===== src/rtl/core/hat_pkg.sv =====
// Package for the heap allocation tracker: table sizing, command and status codes,
// controller state type and the command/status structs between controller and datapath.
// No dependencies.
package hat_pkg;

  localparam int TABLE_DEPTH = 32;
  localparam int IDX_W       = $clog2(TABLE_DEPTH);
  localparam int ADDR_W      = 64;
  localparam int CMD_W       = 2;
  localparam int STAT_W      = 4;

  localparam logic [CMD_W-1:0] CMD_CALL = 2'd0;
  localparam logic [CMD_W-1:0] CMD_RET  = 2'd1;
  localparam logic [CMD_W-1:0] CMD_FREE = 2'd2;
  localparam logic [CMD_W-1:0] CMD_SCAN = 2'd3;

  localparam logic [STAT_W-1:0] ST_CALL    = 4'd0;
  localparam logic [STAT_W-1:0] ST_NULL    = 4'd1;
  localparam logic [STAT_W-1:0] ST_REUSE   = 4'd2;
  localparam logic [STAT_W-1:0] ST_REACT   = 4'd3;
  localparam logic [STAT_W-1:0] ST_IGNORED = 4'd4;
  localparam logic [STAT_W-1:0] ST_FREED   = 4'd5;
  localparam logic [STAT_W-1:0] ST_DOUBLE  = 4'd6;
  localparam logic [STAT_W-1:0] ST_UNALLOC = 4'd7;
  localparam logic [STAT_W-1:0] ST_LEAK    = 4'd8;
  localparam logic [STAT_W-1:0] ST_DONE    = 4'd9;
  localparam logic [STAT_W-1:0] ST_FULL    = 4'd10;

  typedef enum logic [1:0] {
    S_IDLE,
    S_EXEC,
    S_SCAN,
    S_SEND
  } state_t;

  typedef struct packed {
    logic accept;
    logic exec;
    logic scan_init;
    logic scan_step;
    logic leak_emit;
    logic done_emit;
  } ctrl_cmd_t;

  typedef struct packed {
    logic out_free;
    logic is_scan;
    logic scan_last;
    logic found;
  } ctrl_sts_t;

endpackage


===== src/rtl/core/heap_allocation_tracker_unit.sv =====
// Top level of the heap allocation tracker: controller and datapath.
// Depends on hat_pkg, hat_ctrl and hat_dpath.
//
//  channel | dir | tdata               | tuser          | tlast
//  s_*     | in  | address[63:0]       | command[1:0]   | -
//  m_*     | out | report_address[63:0]| status[3:0]    | last
//
// Call, return and free requests are accepted, then executed against a match vector
// registered at accept; execution waits while a result is stalled at the output.
// A leak scan with L live entries makes L + 1 passes: each pass walks the table
// one entry a cycle for the next smallest address.
// Reset clears the used and freed bits and the pending flag.
// A stalled result waits in the output register; a new request is still accepted.
module heap_allocation_tracker_unit (
  input  logic                        clk,
  input  logic                        rst,
  input  logic                        s_tvalid,
  output logic                        s_tready,
  input  logic [hat_pkg::ADDR_W-1:0]  s_tdata,   // address
  input  logic [hat_pkg::CMD_W-1:0]   s_tuser,   // command
  output logic                        m_tvalid,
  input  logic                        m_tready,
  output logic [hat_pkg::ADDR_W-1:0]  m_tdata,   // report_address
  output logic [hat_pkg::STAT_W-1:0]  m_tuser,   // status
  output logic                        m_tlast
);

  hat_pkg::ctrl_cmd_t cmd;
  hat_pkg::ctrl_sts_t sts;

  hat_ctrl u_ctrl (
    .clk      (clk),
    .rst      (rst),
    .s_tvalid (s_tvalid),
    .s_tready (s_tready),
    .sts      (sts),
    .cmd      (cmd)
  );

  hat_dpath u_dpath (
    .clk      (clk),
    .rst      (rst),
    .s_tdata  (s_tdata),
    .s_tuser  (s_tuser),
    .cmd      (cmd),
    .sts      (sts),
    .m_tvalid (m_tvalid),
    .m_tready (m_tready),
    .m_tdata  (m_tdata),
    .m_tuser  (m_tuser),
    .m_tlast  (m_tlast)
  );

endmodule


===== src/rtl/core/hat_ctrl.sv =====
// Controller state machine of the heap allocation tracker.
// Sequences request execution and leak scan passes; depends on hat_pkg.
module hat_ctrl (
  input  logic               clk,
  input  logic               rst,
  input  logic               s_tvalid,
  output logic               s_tready,
  input  hat_pkg::ctrl_sts_t sts,
  output hat_pkg::ctrl_cmd_t cmd
);

  hat_pkg::state_t state, state_next;

  always_ff @(posedge clk) begin
    if (rst) begin
      state <= hat_pkg::S_IDLE;
    end else begin
      state <= state_next;
    end
  end

  always_comb begin
    state_next = state;
    case (state)
      hat_pkg::S_IDLE: begin
        if (s_tvalid) state_next = hat_pkg::S_EXEC;
      end
      hat_pkg::S_EXEC: begin
        if (sts.is_scan) state_next = hat_pkg::S_SCAN;
        else if (sts.out_free) state_next = hat_pkg::S_IDLE;
      end
      hat_pkg::S_SCAN: begin
        if (sts.scan_last) state_next = hat_pkg::S_SEND;
      end
      hat_pkg::S_SEND: begin
        if (sts.out_free) state_next = sts.found ? hat_pkg::S_SCAN : hat_pkg::S_IDLE;
      end
      default: state_next = hat_pkg::S_IDLE;
    endcase
  end

  always_comb begin
    cmd      = '0;
    s_tready = 1'b0;
    case (state)
      hat_pkg::S_IDLE: begin
        s_tready   = 1'b1;
        cmd.accept = s_tvalid;
      end
      hat_pkg::S_EXEC: begin
        cmd.scan_init = sts.is_scan;
        cmd.exec      = !sts.is_scan && sts.out_free;
      end
      hat_pkg::S_SCAN: begin
        cmd.scan_step = 1'b1;
      end
      hat_pkg::S_SEND: begin
        cmd.leak_emit = sts.out_free && sts.found;
        cmd.done_emit = sts.out_free && !sts.found;
      end
      default: begin
        cmd = '0;
      end
    endcase
  end

endmodule


===== src/rtl/core/hat_dpath.sv =====
// Datapath of the heap allocation tracker: address table, parallel match,
// serial leak scan and output register; depends on hat_pkg.
module hat_dpath (
  input  logic                        clk,
  input  logic                        rst,
  input  logic [hat_pkg::ADDR_W-1:0]  s_tdata,
  input  logic [hat_pkg::CMD_W-1:0]   s_tuser,
  input  hat_pkg::ctrl_cmd_t          cmd,
  output hat_pkg::ctrl_sts_t          sts,
  output logic                        m_tvalid,
  input  logic                        m_tready,
  output logic [hat_pkg::ADDR_W-1:0]  m_tdata,
  output logic [hat_pkg::STAT_W-1:0]  m_tuser,
  output logic                        m_tlast
);

  logic [hat_pkg::ADDR_W-1:0]      entry_addr [hat_pkg::TABLE_DEPTH];
  logic [hat_pkg::TABLE_DEPTH-1:0] entry_freed;
  logic [hat_pkg::TABLE_DEPTH-1:0] entry_used;
  logic                            call_pending;

  logic [hat_pkg::CMD_W-1:0]       req_cmd;
  logic [hat_pkg::ADDR_W-1:0]      req_addr;
  logic                            req_null;
  logic [hat_pkg::TABLE_DEPTH-1:0] hit_vec;
  logic [hat_pkg::TABLE_DEPTH-1:0] hit_cmp;

  logic [hat_pkg::IDX_W-1:0]       scan_idx;
  logic                            found;
  logic                            have_prev;
  logic [hat_pkg::ADDR_W-1:0]      best;
  logic [hat_pkg::ADDR_W-1:0]      prev;

  logic                            out_valid;
  logic [hat_pkg::STAT_W-1:0]      out_status;
  logic [hat_pkg::ADDR_W-1:0]      out_addr;
  logic                            out_last;

  logic                            hit_any;
  logic [hat_pkg::IDX_W-1:0]       hit_idx;
  logic                            free_any;
  logic [hat_pkg::IDX_W-1:0]       free_idx;
  logic                            scan_last;
  logic [hat_pkg::ADDR_W-1:0]      sel_addr;
  logic                            sel_live;
  logic                            take;

  logic                            emit_valid;
  logic [hat_pkg::STAT_W-1:0]      emit_status;
  logic [hat_pkg::ADDR_W-1:0]      emit_addr;
  logic                            emit_last;
  logic                            set_pend;
  logic                            clr_pend;
  logic                            do_insert;
  logic                            set_freed;
  logic                            clr_freed;

  always_comb begin
    for (int i = 0; i < hat_pkg::TABLE_DEPTH; i++) begin
      hit_cmp[i] = entry_used[i] && (entry_addr[i] == s_tdata);
    end
  end

  always_comb begin
    hit_idx  = '0;
    free_idx = '0;
    for (int i = hat_pkg::TABLE_DEPTH - 1; i >= 0; i--) begin
      if (hit_vec[i]) hit_idx = hat_pkg::IDX_W'(i);
      if (!entry_used[i]) free_idx = hat_pkg::IDX_W'(i);
    end
  end

  assign hit_any   = |hit_vec;
  assign free_any  = ~&entry_used;
  assign scan_last = (scan_idx == hat_pkg::IDX_W'(hat_pkg::TABLE_DEPTH - 1));
  assign sel_addr  = entry_addr[scan_idx];
  assign sel_live  = entry_used[scan_idx] && !entry_freed[scan_idx];
  assign take      = sel_live && (!have_prev || (sel_addr > prev)) &&
                     (!found || (sel_addr < best));

  always_comb begin
    emit_status = hat_pkg::ST_DONE;
    emit_addr   = req_addr;
    emit_last   = 1'b1;
    set_pend    = 1'b0;
    clr_pend    = 1'b0;
    do_insert   = 1'b0;
    set_freed   = 1'b0;
    clr_freed   = 1'b0;
    if (cmd.exec) begin
      case (req_cmd)
        hat_pkg::CMD_CALL: begin
          set_pend    = 1'b1;
          emit_status = hat_pkg::ST_CALL;
          emit_addr   = '0;
        end
        hat_pkg::CMD_RET: begin
          if (req_null) begin
            emit_status = hat_pkg::ST_NULL;
            emit_addr   = '0;
          end else if (hit_any) begin
            if (entry_freed[hit_idx]) begin
              clr_freed   = 1'b1;
              emit_status = hat_pkg::ST_REACT;
            end else begin
              emit_status = hat_pkg::ST_REUSE;
            end
          end else if (!call_pending) begin
            emit_status = hat_pkg::ST_IGNORED;
          end else begin
            clr_pend = 1'b1;
            if (free_any) begin
              do_insert   = 1'b1;
              emit_status = hat_pkg::ST_CALL;
            end else begin
              emit_status = hat_pkg::ST_FULL;
            end
          end
        end
        hat_pkg::CMD_FREE: begin
          if (!hit_any) begin
            emit_status = hat_pkg::ST_UNALLOC;
          end else if (entry_freed[hit_idx]) begin
            emit_status = hat_pkg::ST_DOUBLE;
          end else begin
            set_freed   = 1'b1;
            emit_status = hat_pkg::ST_FREED;
          end
        end
        default: begin
          emit_status = hat_pkg::ST_DONE;
          emit_addr   = '0;
        end
      endcase
    end else if (cmd.leak_emit) begin
      emit_status = hat_pkg::ST_LEAK;
      emit_addr   = best;
      emit_last   = 1'b0;
    end else begin
      emit_status = hat_pkg::ST_DONE;
      emit_addr   = '0;
    end
  end

  assign emit_valid = cmd.exec || cmd.leak_emit || cmd.done_emit;

  always_ff @(posedge clk) begin
    if (rst) begin
      entry_freed  <= '0;
      entry_used   <= '0;
      call_pending <= 1'b0;
      hit_vec      <= '0;
      scan_idx     <= '0;
      found        <= 1'b0;
      have_prev    <= 1'b0;
      out_valid    <= 1'b0;
    end else begin
      if (cmd.accept) hit_vec <= hit_cmp;
      if (set_pend) call_pending <= 1'b1;
      else if (clr_pend) call_pending <= 1'b0;
      if (do_insert) begin
        entry_used[free_idx]  <= 1'b1;
        entry_freed[free_idx] <= 1'b0;
      end
      if (set_freed) entry_freed[hit_idx] <= 1'b1;
      if (clr_freed) entry_freed[hit_idx] <= 1'b0;
      if (cmd.scan_init) begin
        scan_idx  <= '0;
        found     <= 1'b0;
        have_prev <= 1'b0;
      end else if (cmd.scan_step) begin
        if (take) found <= 1'b1;
        scan_idx <= scan_last ? '0 : scan_idx + hat_pkg::IDX_W'(1);
      end else if (cmd.leak_emit) begin
        scan_idx  <= '0;
        found     <= 1'b0;
        have_prev <= 1'b1;
      end
      if (emit_valid) out_valid <= 1'b1;
      else if (m_tready) out_valid <= 1'b0;
    end
  end

  always_ff @(posedge clk) begin
    if (cmd.accept) begin
      req_cmd  <= s_tuser;
      req_addr <= s_tdata;
      req_null <= (s_tdata == '0);
    end
    if (do_insert) entry_addr[free_idx] <= req_addr;
    if (cmd.scan_step && take) best <= sel_addr;
    if (cmd.leak_emit) prev <= best;
    if (emit_valid) begin
      out_status <= emit_status;
      out_addr   <= emit_addr;
      out_last   <= emit_last;
    end
  end

  assign sts.out_free  = !out_valid || m_tready;
  assign sts.is_scan   = (req_cmd == hat_pkg::CMD_SCAN);
  assign sts.scan_last = scan_last;
  assign sts.found     = found;

  assign m_tvalid = out_valid;
  assign m_tdata  = out_addr;
  assign m_tuser  = out_status;
  assign m_tlast  = out_last;

`ifndef SYNTHESIS
  a_hit_onehot: assert property (@(posedge clk) disable iff (rst) $onehot0(hit_vec))
    else $error("more than one table entry matched");
  a_freed_used: assert property (@(posedge clk) disable iff (rst)
    (entry_freed & ~entry_used) == '0)
    else $error("freed mark on an unused entry");
  a_emit_free: assert property (@(posedge clk) disable iff (rst)
    emit_valid |-> (!out_valid || m_tready))
    else $error("result emitted over a pending result");
  a_done_last: assert property (@(posedge clk) disable iff (rst)
    (out_valid && out_status == hat_pkg::ST_DONE) |-> (out_last && out_addr == '0))
    else $error("scan done marker malformed");
`endif

endmodule

===== config.mk =====
export PLATFORM = sky130hd
export DESIGN_NAME = heap_allocation_tracker_unit
export DESIGN_NICKNAME = d
export VERILOG_FILES = /design/src/rtl/core/hat_pkg.sv /design/src/rtl/core/heap_allocation_tracker_unit.sv /design/src/rtl/core/hat_ctrl.sv /design/src/rtl/core/hat_dpath.sv
export SDC_FILE = /design/constraint.sdc
export NUM_CORES = 2
export LEC_CHECK = 0
export BUFFER_PORTS_ARGS = -buffer_cell sky130_fd_sc_hd__clkbuf_2
export CAP_MARGIN = 15
export CORE_AREA = 5 5 551 553
export DETAILED_ROUTE_END_ITERATION = 12
export DIE_AREA = 0 0 556 558
export PLACE_DENSITY_LB_ADDON = 0.3
export SLEW_MARGIN = 20
export SYNTH_ARGS = -nofsm -noshare
export SYNTH_HDL_FRONTEND = slang
export SYNTH_SLANG_ARGS = --single-unit
export TNS_END_PERCENT = 50

===== constraint.sdc =====
create_clock -name clk -period 21.3 [get_ports clk]
set_clock_uncertainty 0.05 [all_clocks]
set_input_delay 0 -clock clk [delete_from_list [all_inputs] [get_ports clk]]
set_output_delay 0 -clock clk [all_outputs]
set_load 0.05 [all_outputs]

==> impl_metrics.py <==
metrics = {
    "sta": {
        "setup_viol": 0,
        "slew_violations": 0,
        "post-route-min-period_ps": 9590,
        "fin_ws_ps": 11710,
        "finalSetupTns_ps": 0,
        "worstMarginPinSlew_ps": 1360,
        "finalHoldViolations": 0,
        "grt_setup_unrepaired": "no",
        "hold_slack_ps": 53.4,
        "clock.fmax_ghz": 0.104,
        "slew_headroom": 0.0879,
        "fin_crit_sh": 0.450,
    },
    "die": {
        "die_h_um": 558,
        "start_util": 0.397,
        "core_sq_um": 298000,
        "die_area_sq_um": 310000,
        "io_pins": 141,
        "placementRows": 201,
        "dieWidth_um": 556,
    },
    "power": {
        "vdd_ir_drop_max_mv": 0.0638,
        "p_sw_w": 0.00304,
        "pwr-share-seq": 0.462,
        "p_comb_frac": 0.090,
        "power_density_nw_per_um2": 83.5,
        "internal_power_w": 0.00832,
        "switching_share": 0.268,
        "clkPwrFrac": 0.447,
        "p_leak_nw": 43.2,
    },
    "synth": {
        "synth_top_area_share": 0.586,
        "synth_top_flop_cell": "edfxtp_1",
        "netlist_instances": 7746,
        "synthArstFlopShare": 0,
        "ys_ff_latch": 2424,
        "seq_area_frac_synth": 0.605,
        "synthTopCellsByArea": "edfxtp_1 59%, mux4_2 12%, xor2_1 6.2%, xnor2_1 4.7%, dfxtp_1 1.9%",
        "avgSynthCellArea_sq_um": 15.3,
        "synth_cell_types": 83,
        "synth_warnings": 0,
        "synthesis.area_sq_um": 118000,
        "synth_edf_count": 2312,
        "synth_most_common_cell": "edfxtp_1",
        "yosys.area.top_type": "edfxtp_1",
        "synth_common_cells": "2312 x edfxtp_1, 843 x xor2_1, 645 x mux4_2, 642 x xnor2_1",
        "synth_fp_nets": 7949,
    },
    "critical_path": {
        "critPathLaunchType": "flop",
        "slowest_delay_ps": 790,
        "cp_num_buf_inv": 5,
        "slowest_stage": "dfxtp_4",
        "timing_worst_setup_path_type": "flop to flop",
        "arrival_ps": 10100,
        "end_kind": "flop",
        "crit_fanout": 96,
        "path_cells": "buf_4 -> buf_4 -> buf_12 -> mux4_2 -> mux4_2 -> mux2_2 -> ha_1 -> nand4_1 -> nor2_1 -> nand4_1 -> or4_1 -> nor3_1 -> o21ai_0 -> nand2_1 -> nor3_1 -> nor3_2 -> buf_4 -> buf_4",
        "path_common_cell": "buf_4",
        "cp.required_ps": 21810,
        "cpLargestDelayFamily": "buffers and inverters",
    },
    "placed_design": {
        "hpwl_um": 586000,
        "io_buffers": 140,
        "place_worst_setup_slack_ps": 11740,
        "placed_cells": 11800,
        "gp_congestion": 1.11,
    },
    "grt": {
        "use_met3": 0.279,
        "antenna_found_initial": 195,
        "grt_pass1_vias": 82900,
        "busiest_layer": "met2",
        "grt_pass1_wl_um": 969000,
        "grt_max_degree": 97,
        "grtUsageMet1": 0.596,
        "track_usage": 0.496,
        "met2_usage": 0.640,
        "grt-ovfl-total": 0,
    },
    "clock_network": {
        "root_buffer": "clkbuf_16",
        "cts_resized": 0,
        "cts_setup_buffers": 0,
        "htree_num_levels": 5,
        "cts_tree": "done",
        "cts_made_buffers": 286,
        "clkTransAtPathRegs_ps": 60,
        "clkLatencyLatePin_ps": 970,
        "cts_buffer_depth": 4,
        "cts.sinks": 2424,
    },
    "routing": {
        "drt_iter0_drc": 21100,
        "wire_per_inst_um": 63.0,
        "drtAntennaViolNets": 0,
        "drc": 0,
        "routed_wl_um": 793000,
        "dr.pass1.iters": 7,
        "vias": 94600,
        "via_per_inst": 7.51,
    },
    "run_status": {
        "status": "completed",
    },
    "finish": {
        "fin_util": 0.456,
        "instances_no_fill": 12600,
        "layout-area-overhead-vs-synth_pct": 14.9,
        "nets": 8368,
        "layout-drive-gt1-share": 0.207,
    },
    "flow_run": {
        "maxCapViolations": 0,
    },
    "min_path": {
        "hp-class": "primary input to flop",
    },
}
==> final timing paths <==
path | start | endpoint | cells after the start | slack, ps
worst max register to register | flop | u_dpath.best[47] | 18 | 11710
worst min-delay path | rst | u_dpath.hit_vec[14] | 3 | 50
worst max-delay path | flop | u_dpath.best[47] | 18 | 11710
worst min register to register | u_dpath.best[54] | u_dpath.prev[54] | 0 | 400
==> metal layers <==
metal  wire, um  vias up  part of all wire
li1           -    31900                 -
met1     273000    49400              0.34
met2     302000    10800              0.38
met3     137000     2426              0.17
met4      80100       84              0.10
met5       1000        -            0.0013
==> cells in the final DEF (no fill, tap or decap), drive strengths merged, types with 136 or more instances in the layout <==
cell / synthesis / layout
xnor2: 642 / 642
inv: 339 / 329
o21ai: 137 / 137
mux4: 645 / 645
xor2: 843 / 843
o22ai: 194 / 194
nand4: 287 / 287
nor4: 343 / 343
clkbuf: 325 / 485
nand2: 197 / 197
edfxtp: 2312 / 2312
buf: 146 / 412
diode: 0 / 230
nor2: 136 / 136
clkinv: 15 / 140
==> registers in the layout, summed over array words and instances (netlist names), named ones only <==
signal,cells
u_dpath.entry_freed,32
u_ctrl.state,2
u_dpath.req_addr,64
u_dpath.best,64
u_dpath.m_tdata,64
u_dpath.entry_used,32
u_dpath.m_tuser,4
u_dpath.have_prev,1
u_dpath.m_tlast,1
u_dpath.scan_idx,5
u_dpath.m_tvalid,1
u_dpath.hit_vec,32
u_dpath.prev,64
u_dpath.call_pending,1
u_dpath.found,1
u_dpath.req_null,1
u_dpath.req_cmd,2
u_dpath.entry_addr,2048
==> tightest hold or removal path: cells and delay by family <==
| family | cells | cell delay [ps] |
|---|---|---|
| and+or+nand+nor | 1 | 160 |
| buffers and inverters | 2 | 810 |
==> stage by stage <==
stage / total power (W) / cell area (sq um)
2_1_floorplan: 0.00569 / 118000
3_3_place_gp: 0.00628 / 125000
3_5_place_dp: 0.00628 / 125000
4_1_cts: 0.0112 / 135000
5_1_grt: 0.0114 / 136000
6_report: 0.0114 / 136000
==> power by group through the flow <==
stage          combinational (W)  sequential [W]  clock [W]
4_1_cts                 0.000936         0.00525    0.00504
2_1_floorplan           0.000305         0.00539          0
5_1_grt                 0.000959         0.00525    0.00524
3_5_place_dp            0.000924         0.00535          0
6_report                 0.00102         0.00525    0.00508
3_3_place_gp            0.000929         0.00535          0
==> timing repair <==
item | 4_1_cts | 5_1_grt
endpoints found under the hold margin | 139 | 0
hold buffers | 71 | 0
endpoints found under the setup margin | 0 | 0
==> area by class of cell <==
type                       instances  area (sq um)
clock inverter                   155          1520
tap                             3958          4950
sequential                      2424         71700
clock buffer                     366          7710
fill                           26300        162000
timing repair buffer             602          4460
multi-input combinational       4497         43800
inverter                         354          1360
antenna                          230           576
==> cell families (layout without fill, tap and decap cells) <==
| family | Yosys count | count (layout) | synth area share |
|---|---|---|---|
| flops | 2424 | 2424 | 0.605 |
| xor+xnor | 1485 | 1485 | 0.110 |
| simple gates | 1185 | 1185 | 0.0554 |
| compound gates | 978 | 978 | 0.0599 |
| buf+inv | 825 | 1477 | 0.0263 |
| mux | 716 | 716 | 0.129 |
| fa+ha+maj | 133 | 133 | 0.0141 |
| other cells | 0 | 230 | 0 |
Note: power is estimated with default switching activity, not from simulation.
